[config.mk]
export PLATFORM = sky130hd
export DESIGN_NAME = source_text_lexer_top
export DESIGN_NICKNAME = d
export VERILOG_FILES = /design/src/stl_pkg.sv /design/src/stl_core.sv /design/src/stl_out.sv /design/src/source_text_lexer_top.sv
export SDC_FILE = /design/constraint.sdc
export NUM_CORES = 1
export LEC_CHECK = 0
export BUFFER_PORTS_ARGS = -buffer_cell sky130_fd_sc_hd__buf_4
export CORE_MARGIN = 5
export CORE_UTILIZATION = 55
export DETAILED_ROUTE_END_ITERATION = 10
export MAX_ROUTING_LAYER = met4
export PLACE_DENSITY = 0.77
export SETUP_SLACK_MARGIN = 0.4
export SLEW_MARGIN = 30
export SYNTH_ARGS = -nofsm -noshare
export SYNTH_HDL_FRONTEND = slang
export SYNTH_HIERARCHICAL = 1
export SYNTH_SLANG_ARGS = --single-unit
[constraint.sdc]
create_clock -name clk_i -period 26 [get_ports clk_i]
set_input_delay 2.6 -clock clk_i [delete_from_list [all_inputs] [get_ports clk_i]]
set_output_delay 2.6 -clock clk_i [all_outputs]
set_load 0.01 [all_outputs]
[src/stl_pkg.sv]
package stl_pkg;

  localparam int unsigned KindWidth = 5;
  localparam int unsigned FieldWidth = 16;
  localparam int unsigned ValueWidth = 31;
  localparam int unsigned PrefixWidth = 48;

  localparam logic [3:0] ModeIdle = 4'd0;
  localparam logic [3:0] ModeName = 4'd1;
  localparam logic [3:0] ModeNumber = 4'd2;
  localparam logic [3:0] ModeString = 4'd3;
  localparam logic [3:0] ModePend = 4'd4;
  localparam logic [3:0] ModeComment = 4'd5;
  localparam logic [3:0] ModeStar = 4'd6;
  localparam logic [3:0] ModeHalt = 4'd7;

  localparam logic [4:0] KindEqEq = 5'd16;
  localparam logic [4:0] KindAndAnd = 5'd17;
  localparam logic [4:0] KindOrOr = 5'd18;
  localparam logic [4:0] KindString = 5'd19;
  localparam logic [4:0] KindNumber = 5'd20;
  localparam logic [4:0] KindName = 5'd21;
  localparam logic [4:0] KindIf = 5'd22;
  localparam logic [4:0] KindElse = 5'd23;
  localparam logic [4:0] KindFunc = 5'd24;
  localparam logic [4:0] KindInt = 5'd25;
  localparam logic [4:0] KindFloat = 5'd26;
  localparam logic [4:0] KindStrKw = 5'd27;
  localparam logic [4:0] KindError = 5'd28;
  localparam logic [4:0] KindEnd = 5'd29;

  localparam logic [30:0] NumMax = 31'h7FFF_FFFF;

  typedef struct packed {
    logic [4:0]  kind;
    logic [15:0] line;
    logic [15:0] column;
    logic [15:0] length;
    logic [30:0] value;
    logic        saturated;
  } token_t;

  typedef struct packed {
    logic   [1:0] count;
    token_t [2:0] tok;
  } result_t;

  function automatic logic [5:0] symbol_kind(input logic [7:0] c);
    logic [5:0] k;
    k = 6'h20;
    unique case (c)
      8'h2B: k = 6'd0;
      8'h2D: k = 6'd1;
      8'h2F: k = 6'd2;
      8'h2A: k = 6'd3;
      8'h3D: k = 6'd4;
      8'h26: k = 6'd5;
      8'h7C: k = 6'd6;
      8'h2E: k = 6'd7;
      8'h2C: k = 6'd8;
      8'h3B: k = 6'd9;
      8'h28: k = 6'd10;
      8'h29: k = 6'd11;
      8'h5B: k = 6'd12;
      8'h5D: k = 6'd13;
      8'h7B: k = 6'd14;
      8'h7D: k = 6'd15;
      default: k = 6'h20;
    endcase
    return k;
  endfunction

  function automatic logic [4:0] keyword_kind(input logic [15:0] len,
                                              input logic [47:0] p);
    logic [4:0] k;
    k = KindName;
    if (len == 16'd2 && p == 48'h6966) k = KindIf;
    else if (len == 16'd4 && p == 48'h656C7365) k = KindElse;
    else if (len == 16'd3 && p == 48'h616E64) k = KindAndAnd;
    else if (len == 16'd2 && p == 48'h6F72) k = KindOrOr;
    else if (len == 16'd4 && p == 48'h66756E63) k = KindFunc;
    else if (len == 16'd3 && p == 48'h696E74) k = KindInt;
    else if (len == 16'd5 && p == 48'h666C6F6174) k = KindFloat;
    else if (len == 16'd6 && p == 48'h737472696E67) k = KindStrKw;
    return k;
  endfunction

endpackage

[src/stl_core.sv]
module stl_core #(
  parameter int unsigned LINE_BITS = 16,
  parameter int unsigned COLUMN_BITS = 16
) (
  input  logic                 clk_i,
  input  logic                 rst_ni,
  input  logic                 step_i,
  input  logic [7:0]           char_i,
  input  logic                 eoi_i,
  output stl_pkg::result_t     result_o
);

  localparam logic [LINE_BITS-1:0] LineCap = '1;
  localparam logic [COLUMN_BITS-1:0] ColCap = '1;

  logic [3:0]             mode_q, mode_d;
  logic [7:0]             pend_q, pend_d;
  logic [LINE_BITS-1:0]   line_q, line_d;
  logic [COLUMN_BITS-1:0] col_q, col_d;
  logic [15:0]            run_q, run_d;
  logic [47:0]            prefix_q, prefix_d;
  logic [30:0]            acc_q, acc_d;
  logic                   ovf_q, ovf_d;

  stl_pkg::result_t res;

  function automatic logic [15:0] cap_line(input logic [LINE_BITS-1:0] l);
    logic [LINE_BITS:0] v;
    v = {1'b0, l} + 1'b1;
    if (v > (LINE_BITS+1)'(LineCap)) v = (LINE_BITS+1)'(LineCap);
    if (v > (LINE_BITS+1)'(16'hFFFF)) return 16'hFFFF;
    return 16'(v);
  endfunction

  function automatic logic [15:0] cap_col(input logic [COLUMN_BITS:0] c);
    logic [COLUMN_BITS:0] v;
    v = c;
    if (v > (COLUMN_BITS+1)'(ColCap)) v = (COLUMN_BITS+1)'(ColCap);
    if (v > (COLUMN_BITS+1)'(16'hFFFF)) return 16'hFFFF;
    return 16'(v);
  endfunction

  always_comb begin
    logic cont;
    logic is_letter, is_digit, is_blank, is_dbl, pend_dbl;
    logic [5:0] sk;
    logic [34:0] prod;
    logic [1:0] n;
    stl_pkg::token_t t;
    mode_d = mode_q;
    pend_d = pend_q;
    line_d = line_q;
    col_d = col_q;
    run_d = run_q;
    prefix_d = prefix_q;
    acc_d = acc_q;
    ovf_d = ovf_q;
    n = 2'd0;
    res = '0;
    cont = 1'b0;
    is_letter = (char_i >= 8'h61 && char_i <= 8'h7A) || (char_i >= 8'h41 && char_i <= 8'h5A);
    is_digit = char_i >= 8'h30 && char_i <= 8'h39;
    is_blank = char_i == 8'h20 || (char_i >= 8'd9 && char_i <= 8'd13);
    is_dbl = char_i == 8'h3D || char_i == 8'h26 || char_i == 8'h7C;
    pend_dbl = pend_q == 8'h3D || pend_q == 8'h26 || pend_q == 8'h7C;
    sk = stl_pkg::symbol_kind(char_i);
    prod = {acc_q, 3'b0} + {2'b0, acc_q, 1'b0} + 35'(char_i - 8'h30);
    t = '0;

    if (mode_q != stl_pkg::ModeHalt) begin
      unique case (mode_q)
        stl_pkg::ModeString: begin
          cont = 1'b1;
          if (col_q != ColCap) col_d = col_q + 1'b1;
          if (char_i == 8'h22) begin
            t.kind = stl_pkg::KindString;
            t.line = cap_line(line_q);
            t.column = cap_col({1'b0, col_d});
            t.length = run_q;
            res.tok[n] = t;
            n = n + 1'b1;
            mode_d = stl_pkg::ModeIdle;
          end else if (run_q != 16'hFFFF) begin
            run_d = run_q + 1'b1;
          end
        end
        stl_pkg::ModeComment, stl_pkg::ModeStar: begin
          cont = 1'b1;
          if (char_i == 8'h0A) begin
            if (line_q != LineCap) line_d = line_q + 1'b1;
            col_d = '0;
            mode_d = stl_pkg::ModeComment;
          end else begin
            if (col_q != ColCap) col_d = col_q + 1'b1;
            if (mode_q == stl_pkg::ModeStar && char_i == 8'h2F) mode_d = stl_pkg::ModeIdle;
            else if (char_i == 8'h2A) mode_d = stl_pkg::ModeStar;
            else mode_d = stl_pkg::ModeComment;
          end
        end
        stl_pkg::ModeName: begin
          if (is_letter) begin
            cont = 1'b1;
            if (col_q != ColCap) col_d = col_q + 1'b1;
            if (run_q < 16'd6) prefix_d = {prefix_q[39:0], char_i};
            if (run_q != 16'hFFFF) run_d = run_q + 1'b1;
          end
        end
        stl_pkg::ModeNumber: begin
          if (is_digit) begin
            cont = 1'b1;
            if (col_q != ColCap) col_d = col_q + 1'b1;
            if (ovf_q || prod > 35'(stl_pkg::NumMax)) begin
              acc_d = stl_pkg::NumMax;
              ovf_d = 1'b1;
            end else begin
              acc_d = prod[30:0];
            end
            if (run_q != 16'hFFFF) run_d = run_q + 1'b1;
          end
        end
        stl_pkg::ModePend: begin
          if (pend_q == 8'h2F && char_i == 8'h2A) begin
            cont = 1'b1;
            if (col_q != ColCap) col_d = col_q + 1'b1;
            mode_d = stl_pkg::ModeComment;
          end else if (pend_dbl && char_i == pend_q) begin
            cont = 1'b1;
            if (col_q != ColCap) col_d = col_q + 1'b1;
            t.kind = (char_i == 8'h3D) ? stl_pkg::KindEqEq :
                     (char_i == 8'h26) ? stl_pkg::KindAndAnd : stl_pkg::KindOrOr;
            t.line = cap_line(line_q);
            t.column = cap_col({1'b0, col_d});
            t.length = 16'd2;
            res.tok[n] = t;
            n = n + 1'b1;
            mode_d = stl_pkg::ModeIdle;
          end
        end
        default: ;
      endcase

      if (!cont) begin
        // Flush the token in progress before the byte starts a new one.
        t = '0;
        t.line = cap_line(line_q);
        t.column = cap_col({1'b0, col_q});
        if (mode_q == stl_pkg::ModeName) begin
          t.kind = stl_pkg::keyword_kind(run_q, prefix_q);
          t.length = run_q;
          res.tok[n] = t;
          n = n + 1'b1;
        end else if (mode_q == stl_pkg::ModeNumber) begin
          t.kind = stl_pkg::KindNumber;
          t.length = run_q;
          t.value = acc_q;
          t.saturated = ovf_q;
          res.tok[n] = t;
          n = n + 1'b1;
        end else if (mode_q == stl_pkg::ModePend) begin
          t.kind = 5'(stl_pkg::symbol_kind(pend_q));
          t.length = 16'd1;
          res.tok[n] = t;
          n = n + 1'b1;
        end
        mode_d = stl_pkg::ModeIdle;

        if (char_i == 8'h0A) begin
          if (line_q != LineCap) line_d = line_q + 1'b1;
          col_d = '0;
        end else begin
          if (col_q != ColCap) col_d = col_q + 1'b1;
          t = '0;
          t.line = cap_line(line_q);
          t.column = cap_col({1'b0, col_d});
          t.length = 16'd1;
          if (char_i == 8'h2F || is_dbl) begin
            mode_d = stl_pkg::ModePend;
            pend_d = char_i;
          end else if (!sk[5]) begin
            t.kind = sk[4:0];
            res.tok[n] = t;
            n = n + 1'b1;
          end else if (char_i == 8'h22) begin
            mode_d = stl_pkg::ModeString;
            run_d = '0;
          end else if (is_digit) begin
            mode_d = stl_pkg::ModeNumber;
            acc_d = 31'(char_i - 8'h30);
            ovf_d = 1'b0;
            run_d = 16'd1;
          end else if (is_letter) begin
            mode_d = stl_pkg::ModeName;
            prefix_d = {40'b0, char_i};
            run_d = 16'd1;
          end else if (!is_blank) begin
            t.kind = stl_pkg::KindError;
            res.tok[n] = t;
            n = n + 1'b1;
            mode_d = stl_pkg::ModeHalt;
          end
        end
      end
    end

    if (eoi_i) begin
      t = '0;
      t.line = cap_line(line_d);
      t.column = cap_col({1'b0, col_d});
      if (mode_d == stl_pkg::ModeName) begin
        t.kind = stl_pkg::keyword_kind(run_d, prefix_d);
        t.length = run_d;
        res.tok[n] = t;
        n = n + 1'b1;
      end else if (mode_d == stl_pkg::ModeNumber) begin
        t.kind = stl_pkg::KindNumber;
        t.length = run_d;
        t.value = acc_d;
        t.saturated = ovf_d;
        res.tok[n] = t;
        n = n + 1'b1;
      end else if (mode_d == stl_pkg::ModeString) begin
        t.kind = stl_pkg::KindString;
        t.length = run_d;
        res.tok[n] = t;
        n = n + 1'b1;
      end else if (mode_d == stl_pkg::ModePend) begin
        t.kind = 5'(stl_pkg::symbol_kind(pend_d));
        t.length = 16'd1;
        res.tok[n] = t;
        n = n + 1'b1;
      end
      if (n != 2'd3) begin
        t = '0;
        t.kind = stl_pkg::KindEnd;
        t.line = cap_line(line_d);
        t.column = cap_col({1'b0, col_d} + 1'b1);
        res.tok[n] = t;
        n = n + 1'b1;
      end
      mode_d = stl_pkg::ModeIdle;
      pend_d = '0;
      line_d = '0;
      col_d = '0;
      run_d = '0;
      prefix_d = '0;
      acc_d = '0;
      ovf_d = 1'b0;
    end
    res.count = n;
  end

  always_ff @(posedge clk_i or negedge rst_ni) begin
    if (!rst_ni) begin
      mode_q <= stl_pkg::ModeIdle;
      pend_q <= '0;
      line_q <= '0;
      col_q <= '0;
      run_q <= '0;
      prefix_q <= '0;
      acc_q <= '0;
      ovf_q <= 1'b0;
    end else if (step_i) begin
      mode_q <= mode_d;
      pend_q <= pend_d;
      line_q <= line_d;
      col_q <= col_d;
      run_q <= run_d;
      prefix_q <= prefix_d;
      acc_q <= acc_d;
      ovf_q <= ovf_d;
    end
  end

  assign result_o = res;

endmodule

[src/stl_out.sv]
module stl_out (
  input  logic              clk_i,
  input  logic              rst_ni,
  input  logic              load_i,
  input  stl_pkg::result_t  result_i,
  output logic              ready_o,
  output logic              m_axis_tvalid,
  input  logic              m_axis_tready,
  output logic [87:0]       m_axis_tdata,
  output logic              m_axis_tlast
);

  stl_pkg::result_t buf_q;
  logic [1:0] idx_q;
  logic [1:0] cnt_q;
  logic fire, done;
  stl_pkg::token_t t;

  assign fire = m_axis_tvalid && m_axis_tready;
  assign done = fire && (idx_q + 2'd1 == cnt_q);
  assign ready_o = (cnt_q == 2'd0) || done;
  assign m_axis_tvalid = cnt_q != 2'd0;
  assign t = buf_q.tok[idx_q];
  assign m_axis_tlast = idx_q + 2'd1 == cnt_q;
  assign m_axis_tdata = {3'b0, t.saturated, t.value, t.length, t.column, t.line, t.kind};

  always_ff @(posedge clk_i or negedge rst_ni) begin
    if (!rst_ni) begin
      cnt_q <= '0;
      idx_q <= '0;
    end else if (load_i) begin
      cnt_q <= result_i.count;
      idx_q <= '0;
    end else if (done) begin
      cnt_q <= '0;
      idx_q <= '0;
    end else if (fire) begin
      idx_q <= idx_q + 2'd1;
    end
  end

  always_ff @(posedge clk_i) begin
    if (load_i) buf_q <= result_i;
  end

endmodule

[src/source_text_lexer_top.sv]
// One source byte is taken per cycle when the output side keeps up and no byte
// yields more than one token; each byte yields zero to three tokens, which leave
// one per cycle while m_axis_tready is high, with tlast on the last token of that
// byte, and input is held off until the previous byte's tokens have gone.
module source_text_lexer_top #(
  parameter int unsigned LINE_BITS = 16,
  parameter int unsigned COLUMN_BITS = 16
) (
  input  logic         clk_i,
  input  logic         rst_ni,
  input  logic         s_axis_tvalid,
  output logic         s_axis_tready,
  // character [7:0]
  input  logic [7:0]   s_axis_tdata,
  input  logic         s_axis_tlast,
  output logic         m_axis_tvalid,
  input  logic         m_axis_tready,
  // token_kind [4:0], line_number [20:5], column_number [36:21],
  // token_length [52:37], number_value [83:53], value_saturated [84], zero fill above
  output logic [87:0]  m_axis_tdata,
  output logic         m_axis_tlast
);

  stl_pkg::result_t res;
  logic ready, step;

  assign step = s_axis_tvalid && ready;
  assign s_axis_tready = ready;

  stl_core #(.LINE_BITS(LINE_BITS), .COLUMN_BITS(COLUMN_BITS)) u_core (
    .clk_i, .rst_ni, .step_i(step), .char_i(s_axis_tdata), .eoi_i(s_axis_tlast),
    .result_o(res)
  );

  stl_out u_out (
    .clk_i, .rst_ni, .load_i(step), .result_i(res), .ready_o(ready),
    .m_axis_tvalid, .m_axis_tready, .m_axis_tdata, .m_axis_tlast
  );

endmodule

==> results.yml <==
status:
  status: "complete, no violations"
cts:
  clock_sinks: 399
  numCtsBuffers: 44
  cts_root_buf: "clkbuf_16"
  cts_tree: "built"
  cts_resized: 0
  ctsHoldBuffers: 0
  h-tree-depth: 2
  clk_path_buf_depth: 3
  clkTransAtPathRegs_ns: 0.06
  post_cts_buffers: 0
  clock_latency_ns: 0.61
grt:
  grt_pass1_wl_mm: 174
  grt_overflow: 0
  antenna_found_initial: 5
  grt_max_degree: 121
  grt.total_usage: 0.373
  grt_pass1_vias: 28600
power_and_ir_drop:
  power-per-cell-area_nw_per_um2: 112
  irDropWorstVdd_mv: 0.116
  p_total_mw: 3.77
  leakage_nw: 12.4
yosys:
  yosysUniqueCellTypes: 122
  ys_seq_area_frac: 0.362
  syn_avg_cell_area_um2: 8.59
  yosys_warnings: 6
  synth_seq_cells: 399
  synth_cells: 3618
  syn_area_um2: 31100
  synthArstFlopShare: 0.361
  ys.flop_type: "edfxtp_1"
  synth_edf_count: 255
die:
  core_area_um2: 56200
  core.rowCount: 87
  io_pins: 104
  die_w_um: 248
  start_util: 0.553
  dieArea_um2: 61400
  dieHeight_um: 248
critical_path:
  endpoint_kind: "flop"
  critPathArrivalTime_ns: 8.76
  required_ns: 26.30
  crit_path_max_fanout: 20
  path_class: "in -> reg"
  start_kind: "input pin"
timing:
  setup_violations: 0
  max_slew_margin: 0.272
  fin_hold_ws_ns: 0.508
  clock_skew_ns: 0.0365
  finalCritPeriodShare: 0.326
  rsz0062_at_grt: "false"
  tightest_slew_ns: 1.08
  period_minus_slack_ns: 8.46
  hold_viol: 0
  drv_slew: 0
  tns_ns: 0
  max_freq_mhz: 118
placed_design:
  placed_cell_area_um2: 32200
  globalplace.congestion: 1.09
  portBuffers: 100
  dp_hpwl_mm: 81.6
route:
  dr.pass1.iters: 8
  drt_iter0_drc: 4580
  vias: 30800
  via_per_inst: 7.03
  drc: 0
  drtAntennaViolNets: 0
  wl_mm: 115
  wl_per_cell_um: 26.2
layout:
  layout_common_cells: "nand2_1 (380), nor2_1 (348), a21oi_1 (261)"
  area_growth_pct: 8.71
  fin_util: 0.602
  final_common_cell: "nand2_1"
  fin_area_um2: 33800
  nets: 3681
  drive_gt1_frac: 0.126
worst_hold_path:
  hold_class: "reg -> reg"
job:
  max_cap_violations: 0
final timing paths:
kind / slack (ns) / from / cells past startpoint / end
worst max register to register: 19.17 / u_core/mode_q[2] / 21 / u_out/buf_q[1]
worst min-delay path: 0.51 / u_core/prefix_q[47] / 1 / u_core/prefix_q[47]
worst min register to register: 0.51 / u_core/prefix_q[47] / 1 / u_core/prefix_q[47]
worst max-delay path: 17.54 / s_axis_tdata[4] / 16 / u_out/buf_q[229]
max in group asynchronous: 23.19 / rst_ni / 3 / u_core/acc_q[21]
min in group asynchronous: 1.87 / rst_ni / 1 / u_core/prefix_q[39]
report_power, final:
group	leakage [nW]	total [mW]	internal, mW	switching (mW)
sequential	4.48	1.04	0.888	0.154
clock	0.739	0.667	0.387	0.280
combinational	7.20	2.06	0.677	1.38
worst max-delay path, stage by stage:
cell and delay, ns:
buf_4 0.18, inv_1 0.14, ha_1 0.24, or3b_1 0.48, or2_2 0.37, and4_1 0.34
nand2_1 0.59, nor3_1 0.17, o22ai_2 0.45, nand3_1 0.47, nand2_1 0.63, a21o_1 0.47
nand2_1 0.62, nand2_1 0.61, o32a_1 0.27, o21ai_0 0.08
cells by family after synthesis:
logic type,after synthesis,synth area share
simple gates,1330,0.211
compound gates,1234,0.270
flops,399,0.362
buf+inv,363,0.0522
mux,107,0.0347
fa+ha+maj,92,0.0441
xor+xnor,92,0.0262
other cells,1,0.000121
stage by stage:
| stage | instances | worst slack, ns |
|---|---|---|
| 2_1_floorplan | 3620 | 15.85 |
| 3_3_place_gp | 4286 | 17.25 |
| 3_5_place_dp | 4286 | 17.25 |
| 4_1_cts | 4368 | 17.87 |
| 5_1_grt | 4375 | 17.30 |
| 6_report | 4376 | 17.54 |
flip-flops by register name, indices dropped and copies added (netlist names):
signal and count:
u_out/idx_q 2, u_out/cnt_q 2, u_core/ovf_q 1, u_core/acc_q 31
u_core/pend_q 8, u_core/prefix_q 48, u_core/mode_q 4, u_core/col_q 16
u_core/run_q 16, u_out/buf_q 255, u_core/line_q 16
cells in the mapped netlist (52+ instances only):
library cell	count	area, um^2
nor3_1	81	405
mux2i_1	101	1010
o21ai_2	52	455
nor2_1	351	1320
clkbuf_1	165	619
o21ai_0	237	1190
ha_1	60	751
edfxtp_1	255	7660
nand3_1	112	561
inv_1	106	398
dfrtp_1	144	3600
xnor2_1	52	455
nand2_1	382	1430
a21oi_1	265	1330
o2bb2ai_1	58	508
o22ai_1	74	463
layer usage:
layer	track usage	vias to the layer above	part of all wire
met5	-	-	0
met4	0.169	0	0.056
met3	0.0757	453	0.11
met2	0.556	2123	0.44
met1	0.495	14600	0.39
li1	-	13600	-
layout make-up:
cell class,instances,area (um^2)
diodes,6,15.0
clock buffers,53,1180
clock inverters,29,352
fillers,5009,22400
inverters,106,398
multi-input cells,2858,18300
flip-flops and latches,399,11300
well taps,756,946
repair buffers,169,1320
Note: power is estimated with default switching activity, not from simulation.
